$ cat src/rtl/tli_pkg.sv
// Shared types and codes for the table linear interpolator.
`timescale 1ns / 1ps

package tli_pkg;

   localparam int VAL_W    = 32;
   localparam int INDEX_W  = 6;
   localparam int LEN_W    = 7;
   localparam int STATUS_W = 2;

   localparam logic KIND_LOAD  = 1'b0;
   localparam logic KIND_QUERY = 1'b1;

   localparam logic [STATUS_W-1:0] STATUS_EXACT  = 2'd0;
   localparam logic [STATUS_W-1:0] STATUS_INTERP = 2'd1;
   localparam logic [STATUS_W-1:0] STATUS_RANGE  = 2'd2;
   localparam logic [STATUS_W-1:0] STATUS_DEGEN  = 2'd3;

   typedef struct packed {
      logic [VAL_W-1:0]        energy;
      logic signed [VAL_W-1:0] flux;
   } entry_type;

   // Segment endpoints: lo is the predecessor, hi the first entry above the query.
   typedef struct packed {
      entry_type lo;
      entry_type hi;
   } seg_type;

   typedef struct packed {
      logic                    kind;
      logic [INDEX_W-1:0]      entry_index;
      logic [VAL_W-1:0]        entry_energy;
      logic signed [VAL_W-1:0] entry_flux;
      logic [VAL_W-1:0]        query_energy;
   } req_type;

   typedef struct packed {
      logic signed [VAL_W-1:0] flux_value;
      logic [STATUS_W-1:0]     status;
   } rsp_type;

endpackage

$ cat src/rtl/tli_cell.sv
// One breakpoint cell of the rotating table chain.
`timescale 1ns / 1ps

module tli_cell (
   input  logic               clock,
   input  logic               shift_en,
   input  tli_pkg::entry_type shift_in,
   input  logic               load_en,
   input  tli_pkg::entry_type load_in,
   output tli_pkg::entry_type entry
);

   tli_pkg::entry_type entry_ff;
   tli_pkg::entry_type entry_in;

   // rotation wins; loads only happen while the chain is parked
   always_comb begin
      entry_in = entry_ff;
      if (shift_en) begin
         entry_in = shift_in;
      end else if (load_en) begin
         entry_in = load_in;
      end
   end

   always_ff @(posedge clock) begin
      entry_ff <= entry_in;
   end

   assign entry = entry_ff;

endmodule

$ cat config.mk
export PLATFORM = sky130hd
export DESIGN_NAME = tli_cell
export DESIGN_NICKNAME = d
export VERILOG_FILES = /design/src/rtl/tli_pkg.sv /design/src/rtl/tli_cell.sv
export SDC_FILE = /design/constraint.sdc
export NUM_CORES = 1
export LEC_CHECK = 0
export BUFFER_PORTS_ARGS = -buffer_cell sky130_fd_sc_hd__buf_2
export CORE_ASPECT_RATIO = 1.1
export CORE_MARGIN = 1
export CORE_UTILIZATION = 37
export CTS_BUF_LIST = sky130_fd_sc_hd__clkbuf_4 sky130_fd_sc_hd__clkbuf_8
export DETAILED_ROUTE_END_ITERATION = 10
export PLACE_DENSITY_LB_ADDON = 0.15
export SLEW_MARGIN = 20
export SYNTH_ARGS = -nofsm -noshare
export SYNTH_HDL_FRONTEND = slang
export SYNTH_SLANG_ARGS = --single-unit
$ cat constraint.sdc
create_clock -name clock -period 4.3 [get_ports clock]
set_input_delay 0.645 -clock clock [delete_from_list [all_inputs] [get_ports clock]]
set_output_delay 0.645 -clock clock [all_outputs]
set_load 0.05 [all_outputs]
==> metrics <==
# fillers=660; Post-Syn Instances=136; worst min path class=input port to flop; total track usage=0.1556; 1st-iter DRT viols=34; maximum resistive drop on vdd=0.1867 mV; RSZ-0062 raised after global routing=no; DRT Pass-1 Iters=4; Initial Util=0.3866; via count=1961; routability congestion estimate=0.6853; Yosys cell types=6; Syn. warnings=0; MaxCap Viol Count=0; core area=0.007515 sq mm; Yosys reg bits=64; synthesized area=0.002905 sq mm; row cnt=33; Sink Count=64; hold_buf cts=0; max_slew headroom=0.2967; Setup Crit Path Kind=input port to flop; Top Ports=195; Slew Viols, Final=0; total CTS buffers=9; number of global-route vias before repair=1994; remaining antenna violation count=0; status=finished, final reports clean; H-tree Lvls=3; Final Power=0.001814 W; Worst Path Arrival=1.99 ns; Clock Root Buffer=clkbuf_8; CP peak stage delay=0.78 ns; number of flip-flops in the largest register=64; first-pass GRT wire length=9.370 mm; LEAKAGE=2.006 nW; Antenna Cells=0; Final period util=0.4453; CP Launch Type=input port; setup TNS=0 ns; Crit. End Element=flop; count of final hold-check violations=0; CTS tree=done; Clk pin slew, worst setup/hold paths=0.07 ns; Worst-Margin Slew=1.055 ns; Avg WL per Cell=14.34 um; HPWL Detailed=4.854 mm; worst-path cell chain=buf_4, buf_4, mux2_2; Net Count, Synth=267; cell count of the worst hold path=2; CTS resizes=0; DRT Wirelength=6.411 mm; largest net degree at the start of global routing=65; Critical Path RT=4.37 ns; Area Growth Syn to Fin=43.71%; Die Footprint=0.008211 sq mm; crit path max fanout=64; antenna violations before repair=0; Via density=4.387; Critical path buffers and inverters=2; min cycle time layout=1.915 ns; Synth Area per Inst=21.36 sq um; nets=468; Die X=86.49 um; Setup Viol. Count Final=0; Slowest-stage cell, CP=buf_4; register area share after synthesis=0.6615; DRC=0; kind of cell adding the most delay to the critical path=buffers and inverters; # port buffers=194; Die H=94.94 um; Highest Clock Rate=0.5223 GHz; PwrDens=434.4 mW/mm^2; setup bufs post-CTS=0; grt total ovfl=0; layout cell share with drive strength beyond 1=0.8099; Critical Path Stages=3; maximum buffer depth of the clock tree=2; most used cell, CP=buf_4
[where the power goes]
part	leakage (nW)	total [W]	internal, W	switching, W
Sequential	0.652	0.000781	0.000766	0.0000154
Clock	0.112	0.000557	0.000343	0.000214
Combinational	1.24	0.000475	0.000152	0.000322
Total	2.01	0.00181	0.00126	0.000552
[per-layer routing]
metal / global-route usage / vias to the layer above / wire, um
met5: 0 / - / 0
met4: 0.07778 / 0 / 128
met3: 0.05857 / 12 / 598
met2: 0.2877 / 107 / 3435
met1: 0.1506 / 906 / 2249
li1: - / 936 / -
[synthesized netlist by cell type]
cell | number | area (sq um)
buf_6 | 6 | 67.56
edfxtp_1 | 64 | 1922
mux2_2 | 15 | 168.9
or2_1 | 1 | 6.260
buf_2 | 1 | 5.000
mux2_4 | 49 | 735.7
[through the flow]
| stage | setup WS, ns | util | hold WS (ns) | cells | area [sq um] |
|---|---|---|---|---|---|
| final | 2.385 | 0.5556 | 0.6118 | 447 | 4175 |
| after global placement | 2.066 | 0.5270 | 0.9445 | 431 | 3960 |
| after detailed placement | 2.045 | 0.5270 | 0.9481 | 431 | 3960 |
| after global routing | 2.306 | 0.5556 | 0.5921 | 447 | 4175 |
| after floorplan | 1.481 | - | 0.8625 | 136 | 2905 |
| after CTS | 2.403 | 0.5556 | 0.5931 | 447 | 4175 |
[placed cells by master, fill, tap and decap left out]
| cell type | count |
|---|---|
| clkbuf_4 | 3 |
| mux2_4 | 49 |
| mux2_2 | 15 |
| edfxtp_1 | 64 |
| clkinv_2 | 1 |
| clkinv_1 | 1 |
| buf_2 | 193 |
| or2_2 | 1 |
| bufinv_16 | 2 |
| buf_4 | 4 |
| clkbuf_8 | 9 |
[cell families after synthesis]
kind of cell           Yosys count  synth area share
and+or+nand+nor                  1          0.002155
buffers and inverters            7           0.02498
muxes                           64            0.3114
DFF                             64            0.6615
[cell type report]
type / count / area (sq um) / area share
Timing Repair Buffer: 197 / 996.0 / 0.2385
Tap cell: 105 / 131.4 / 0.03147
Multi-Input combinational cell: 65 / 910.9 / 0.2182
Clock buffer: 12 / 146.4 / 0.03506
Sequential cell: 64 / 1922 / 0.4603
Clock inverter: 4 / 68.82 / 0.01648
[path summary, 6_finish.rpt]
kind	slack [ns]	end	startpoint
max	2.39	entry[7]	shift_en
min	0.61	entry[38]	shift_in[38]
Power figures use the tool's default switching activity.
