`src/rtl/tli_pkg.sv`:
```
// Shared types and codes for the table linear interpolator.
`timescale 1ns / 1ps

package tli_pkg;

   localparam int VAL_W    = 32;
   localparam int INDEX_W  = 6;
   localparam int LEN_W    = 7;
   localparam int STATUS_W = 2;

   localparam logic KIND_LOAD  = 1'b0;
   localparam logic KIND_QUERY = 1'b1;

   localparam logic [STATUS_W-1:0] STATUS_EXACT  = 2'd0;
   localparam logic [STATUS_W-1:0] STATUS_INTERP = 2'd1;
   localparam logic [STATUS_W-1:0] STATUS_RANGE  = 2'd2;
   localparam logic [STATUS_W-1:0] STATUS_DEGEN  = 2'd3;

   typedef struct packed {
      logic [VAL_W-1:0]        energy;
      logic signed [VAL_W-1:0] flux;
   } entry_type;

   // Segment endpoints: lo is the predecessor, hi the first entry above the query.
   typedef struct packed {
      entry_type lo;
      entry_type hi;
   } seg_type;

   typedef struct packed {
      logic                    kind;
      logic [INDEX_W-1:0]      entry_index;
      logic [VAL_W-1:0]        entry_energy;
      logic signed [VAL_W-1:0] entry_flux;
      logic [VAL_W-1:0]        query_energy;
   } req_type;

   typedef struct packed {
      logic signed [VAL_W-1:0] flux_value;
      logic [STATUS_W-1:0]     status;
   } rsp_type;

endpackage

```
`src/rtl/tli_interp.sv`:
```
// Segment interpolation: shared multiplier, sum, magnitude and bit-serial divider.
`timescale 1ns / 1ps

module tli_interp (
   input  logic                                clock,
   input  logic                                reset,
   input  logic                                start,
   input  tli_pkg::seg_type                    seg,
   input  logic [tli_pkg::VAL_W-1:0]           query_energy,
   output logic                                done,
   output logic signed [tli_pkg::VAL_W-1:0]    flux
);

   localparam int VW    = tli_pkg::VAL_W;
   localparam int DW    = VW + 1;
   localparam int PW    = 2 * DW;
   localparam int SW    = PW + 1;
   localparam int CNT_W = $clog2(VW);

   localparam logic [2:0] I_IDLE = 3'd0;
   localparam logic [2:0] I_MUL1 = 3'd1;
   localparam logic [2:0] I_MUL2 = 3'd2;
   localparam logic [2:0] I_SUM  = 3'd3;
   localparam logic [2:0] I_ABS  = 3'd4;
   localparam logic [2:0] I_CHK  = 3'd5;
   localparam logic [2:0] I_DIV  = 3'd6;
   localparam logic [2:0] I_FIN  = 3'd7;

   localparam logic [VW-1:0] MAX_POS = {1'b0, {(VW-1){1'b1}}};
   localparam logic [VW-1:0] MIN_NEG = {1'b1, {(VW-1){1'b0}}};

   logic [2:0]              st_ff,   st_in;
   logic signed [DW-1:0]    den_ff,  den_in;
   logic signed [DW-1:0]    df_ff,   df_in;
   logic signed [DW-1:0]    dq_ff,   dq_in;
   logic signed [DW-1:0]    f1_ff,   f1_in;
   logic signed [PW-1:0]    p1_ff,   p1_in;
   logic signed [PW-1:0]    p2_ff,   p2_in;
   logic signed [SW-1:0]    tot_ff,  tot_in;
   logic [SW-1:0]           mag_ff,  mag_in;
   logic                    rneg_ff, rneg_in;
   logic [VW-1:0]           dmag_ff, dmag_in;
   logic                    big_ff,  big_in;
   logic [VW-1:0]           rem_ff,  rem_in;
   logic [VW-1:0]           quo_ff,  quo_in;
   logic [CNT_W-1:0]        cnt_ff,  cnt_in;

   logic signed [DW-1:0]    mul_a;
   logic signed [DW-1:0]    mul_b;
   logic signed [PW-1:0]    prod;
   logic signed [DW-1:0]    den_abs;
   logic [DW-1:0]           trial;
   logic [DW-1:0]           trial_diff;
   logic                    trial_ge;

   // one multiplier, used for f1*den then (f2-f1)*(q-e1)
   assign mul_a = (st_ff == I_MUL1) ? f1_ff  : df_ff;
   assign mul_b = (st_ff == I_MUL1) ? den_ff : dq_ff;
   assign prod  = mul_a * mul_b;

   assign den_abs    = den_ff[DW-1] ? -den_ff : den_ff;
   assign trial      = {rem_ff, quo_ff[VW-1]};
   assign trial_diff = trial - {1'b0, dmag_ff};
   assign trial_ge   = trial >= {1'b0, dmag_ff};

   always_comb begin
      st_in   = st_ff;
      den_in  = den_ff;
      df_in   = df_ff;
      dq_in   = dq_ff;
      f1_in   = f1_ff;
      p1_in   = p1_ff;
      p2_in   = p2_ff;
      tot_in  = tot_ff;
      mag_in  = mag_ff;
      rneg_in = rneg_ff;
      dmag_in = dmag_ff;
      big_in  = big_ff;
      rem_in  = rem_ff;
      quo_in  = quo_ff;
      cnt_in  = cnt_ff;
      case (st_ff)
         I_IDLE: begin
            if (start) begin
               den_in = $signed({1'b0, seg.hi.energy}) - $signed({1'b0, seg.lo.energy});
               df_in  = DW'(seg.hi.flux) - DW'(seg.lo.flux);
               dq_in  = $signed({1'b0, query_energy}) - $signed({1'b0, seg.lo.energy});
               f1_in  = DW'(seg.lo.flux);
               st_in  = I_MUL1;
            end
         end
         I_MUL1: begin
            p1_in = prod;
            st_in = I_MUL2;
         end
         I_MUL2: begin
            p2_in = prod;
            st_in = I_SUM;
         end
         I_SUM: begin
            tot_in = SW'(p1_ff) + SW'(p2_ff);
            st_in  = I_ABS;
         end
         I_ABS: begin
            mag_in  = tot_ff[SW-1] ? SW'(-tot_ff) : SW'(tot_ff);
            rneg_in = tot_ff[SW-1] ^ den_ff[DW-1];
            dmag_in = den_abs[VW-1:0];
            st_in   = I_CHK;
         end
         I_CHK: begin
            // quotient of 2^VW or more saturates without dividing
            big_in = mag_ff[SW-1:VW] >= (SW-VW)'(dmag_ff);
            rem_in = mag_ff[2*VW-1:VW];
            quo_in = mag_ff[VW-1:0];
            cnt_in = '0;
            st_in  = (mag_ff[SW-1:VW] >= (SW-VW)'(dmag_ff)) ? I_FIN : I_DIV;
         end
         I_DIV: begin
            rem_in = trial_ge ? trial_diff[VW-1:0] : trial[VW-1:0];
            quo_in = {quo_ff[VW-2:0], trial_ge};
            cnt_in = cnt_ff + 1'b1;
            if (cnt_ff == CNT_W'(VW - 1)) begin
               st_in = I_FIN;
            end
         end
         I_FIN: begin
            st_in = I_IDLE;
         end
         default: begin
            st_in = I_IDLE;
         end
      endcase
   end

   always_ff @(posedge clock) begin
      if (reset) begin
         st_ff <= I_IDLE;
      end else begin
         st_ff <= st_in;
      end
   end

   always_ff @(posedge clock) begin
      den_ff  <= den_in;
      df_ff   <= df_in;
      dq_ff   <= dq_in;
      f1_ff   <= f1_in;
      p1_ff   <= p1_in;
      p2_ff   <= p2_in;
      tot_ff  <= tot_in;
      mag_ff  <= mag_in;
      rneg_ff <= rneg_in;
      dmag_ff <= dmag_in;
      big_ff  <= big_in;
      rem_ff  <= rem_in;
      quo_ff  <= quo_in;
      cnt_ff  <= cnt_in;
   end

   // sign and saturate the magnitude quotient
   always_comb begin
      if (rneg_ff) begin
         flux = (big_ff || quo_ff > MIN_NEG) ? $signed(MIN_NEG) : $signed(-quo_ff);
      end else begin
         flux = (big_ff || quo_ff > MAX_POS) ? $signed(MAX_POS) : $signed(quo_ff);
      end
   end

   assign done = (st_ff == I_FIN);

endmodule

```
`config.mk`:
```
export PLATFORM = sky130hd
export DESIGN_NAME = tli_interp
export DESIGN_NICKNAME = d
export VERILOG_FILES = /design/src/rtl/tli_pkg.sv /design/src/rtl/tli_interp.sv
export SDC_FILE = /design/constraint.sdc
export NUM_CORES = 2
export LEC_CHECK = 0
export ABC_CLOCK_PERIOD_IN_PS = 18100
export BUFFER_PORTS_ARGS = -buffer_cell sky130_fd_sc_hd__buf_4
export CORE_MARGIN = 2
export CORE_UTILIZATION = 35
export CTS_CLUSTER_DIAMETER = 30
export DETAILED_ROUTE_END_ITERATION = 12
export GPL_ROUTABILITY_DRIVEN = 0
export PLACE_DENSITY = 0.53
export SLEW_MARGIN = 20
export SYNTH_ARGS = -nofsm -noshare
export SYNTH_HDL_FRONTEND = slang
export SYNTH_SLANG_ARGS = --single-unit
```
`constraint.sdc`:
```
create_clock -name clock -period 18.1 [get_ports clock]
set_clock_uncertainty 0.1 [all_clocks]
set_input_delay 1.81 -clock clock [delete_from_list [all_inputs] [get_ports clock]]
set_output_delay 1.81 -clock clock [all_outputs]
set_load 0.05 [all_outputs]
```
==> reports/qor.csv <==
stage,metric,value,unit
synthesis,synth_nets,8951,
place,hpwl,174000,um
worst_setup_path,worst_setup_path_start_kind,flop,
clock_network,cts_buffer_depth,3,
clock_network,clock_latency,730,ps
die,row_count,162,
global_routing,antenna_found_initial,7,
worst_setup_path,reg2reg_depth,30,
run,drv_cap,0,
routing,routed_wl,222000,um
routing,drc,0,
synthesis,synthTopCellsByArea,"fa_1, edfxtp_1, ha_1",
outcome,outcome,completed,
place,io_buffer_count,195,
routing,wl_met3,17700,um
routing,top_layer,met5,
routing,ant_nets,0,
routing,met1_length,91000,um
final_layout,multi_input_area,0.0478,mm2
synthesis,ys.flop_type,edfxtp_1,
clock_network,post_cts_buffers,0,
sta,slew-limit-headroom,0.178,
clock_network,path_clk_slew,50,ps
worst_setup_path,critical_path_class,flop to flop,
synthesis,synth_area_leader_cell,fa_1,
worst_setup_path,r2r-end,p2_ff[65]$_DFFE_PP_,
worst_setup_path,path_max_fanout,47,
clock_network,cts_hold_buf,0,
global_routing,track_usage,0.225,
worst_setup_path,r2r-start,st_ff[2]$_SDFFE_PP0P_,
worst_setup_path,worst_path_most_repeated_cell,fa_1,
worst_setup_path,crit_path_end_kind,flop,
worst_setup_path,crit_path_max_incr_delay,840,ps
final_layout,layout_commonest_cell,inv_1,
sta,hold_viol,0,
routing,dr.pass1.iters,5,
sta,rsz0062_at_grt,no,
synthesis,syn_area,0.0684,mm2
synthesis,synth-seq-cells,503,
sta,setup_tns,0,ps
worst_setup_path,crit_start,st_ff[2]$_SDFFE_PP0P_,
routing,drt_iter0_markers,3979,
synthesis,async_flop_share,0,
final_layout,num-fill-cells,19300,
clock_network,cts_root_buf,clkbuf_16,
worst_setup_path,crit_slowest_cell,mux2i_4,
sta,fmax,89.4,MHz
final_layout,drive_above_1_share,0.0801,
clock_network,htree_num_levels,3,
worst_setup_path,r2r_setup_slack,6920,ps
sta,setup_violations,0,
clock_network,cts_sinks,503,
sta,worst_slew_pin_slew,1210,ps
final_layout,layout_common_cells,"inv_1, fa_1, nand2_1",
global_routing,grt_max_degree,91,
global_routing,gr-total-overflow,0,
min_path,hold_class,flop to flop,
final_layout,nets,9111,
die,start_util,0.352,
die,die_h,446,um
global_routing,grt_pass1_wl,335000,um
sta,final_max_slew_viol_count,0,
synthesis,synth.avg_cell_area,9.52,um2
final_layout,syn_to_final_growth,12.5,%
synthesis,syn_inst,7190,
synthesis,ys.warnings.count,0,
synthesis,synth_cell_types,72,
routing,dr_wl_met2,101000,um
clock_network,cts_made_buffers,104,
synthesis,synth-edff-count,500,
die,core,0.195,mm2
final_layout,register_area,0.0151,mm2
sta,fin_crit_sh,0.618,
die,die_x,446,um
die,die_area,0.199,mm2
synthesis,synth_top_area_share,0.336,
clock_network,cts_tree,yes,
worst_setup_path,critPathRequiredTime,18420,ps
routing,vias,52000,
synthesis,yosysSeqAreaShare,0.220,
routing,via_per_inst,5.21,
global_routing,grt_pass1_vias,54100,
die,pin_count,196,
clock_network,cts.repair.resized,0,
routing,drt-wirelength-per-cell,22.2,um
worst_setup_path,critPathCapture,p2_ff[65]$_DFFE_PP_,
worst_setup_path,cp.arrival,11500,ps
sta,fin_crit,11180,ps
## layer usage
| metal | up-vias | GRT usage |
|---|---|---|
| li1 | 23200 | - |
| met3 | 519 | 0.0424 |
| met1 | 26200 | 0.292 |
| met5 | - | 0 |
| met2 | 2123 | 0.362 |
| met4 | 6 | 0.104 |
## area by class of cell
type,instances,share of cell area
Timing Repair Buffer,327,0.0322
Inverter,1319,0.0644
Clock buffer,117,0.0344
Tap cell,2542,0.0413
Sequential cell,503,0.196
Multi-Input combinational cell,5095,0.620
Antenna cell,5,0.000162
Clock inverter,76,0.0115
## registers in the layout, summed over array words and instances (netlist names), 32 cells and up
register  flops
df_ff        33
p1_ff        66
rem_ff       32
tot_ff       67
mag_ff       67
f1_ff        32
dq_ff        33
quo_ff       32
dmag_ff      32
den_ff       33
p2_ff        66
## worst min path at each step
stage	startpoint	to	slack (ps)	depth (start not counted)
finish	mag_ff[30]$_DFFE_PP_	quo_ff[30]$_DFFE_PP_	410	2
floorplan	den_ff[0]$_DFFE_PP_	dmag_ff[0]$_DFFE_PP_	370	0
detailed placement	mag_ff[30]$_DFFE_PP_	quo_ff[30]$_DFFE_PP_	400	2
global placement	mag_ff[29]$_DFFE_PP_	quo_ff[29]$_DFFE_PP_	400	2
global route	mag_ff[30]$_DFFE_PP_	quo_ff[30]$_DFFE_PP_	430	2
CTS	mag_ff[31]$_DFFE_PP_	quo_ff[31]$_DFFE_PP_	410	2
## Yosys cell counts (14+ instances only)
cell      number
fa_1        1150
clkbuf_1     258
nand4_1       43
a211oi_1      27
o211ai_1      18
or2_2         23
inv_1       1318
or3_1         33
o311ai_0      26
o21bai_1      35
o21a_1        32
xor2_1        74
and2_1        14
nand2b_1      52
o31ai_1       49
mux2i_1       67
o41ai_1       18
ha_1         448
xnor2_1      268
a31oi_1       25
nor4_1        15
a21oi_1      278
o21ai_0      242
nor2_1       745
nor3_1        50
or4_1         24
and3_1        24
edfxtp_1     500
nor2b_1       37
nand2_1      964
nand3_1       50
a21o_1       137
## cells by family after synthesis
kind of cell               count (synthesis)  share of synthesized area
AOI/OAI and AO/OA                        978                     0.0901
xor gates and xnor gates                 342                     0.0438
adders and majority gates               1598                      0.418
buffers and inverters                   1592                     0.0875
DFF                                      503                      0.220
muxes                                     67                    0.00980
and+or+nand+nor                         2110                      0.130
## through the flow
step | setup WS (ps) | util | std cells | cell area (um2) | hold slack [ps]
floorplan | 2050 | - | 7190 | 68400 | 366
global placement | 6850 | 0.377 | 9784 | 73400 | 398
detailed placement | 6910 | 0.377 | 9785 | 73400 | 398
CTS | 6880 | 0.396 | 9978 | 77000 | 412
global route | 6260 | 0.396 | 9981 | 77000 | 429
finish | 6920 | 0.396 | 9984 | 77000 | 410
## critical path: cells and delay by family, from the launching register on
kind                     cells  cell delay [ps]
AO/OA/AOI/OAI                5             1780
XOR/XNOR                     1              140
flip-flops                   1              600
buffers and inverters        8             1590
adder cells (fa/ha/maj)      9             4450
AND/OR/NAND/NOR              6             1200
multiplexers                 1              840
Power is left out: the tool's default activity adds up to more than one toggle a clock period on the data nets, which glitch-free logic cannot reach.
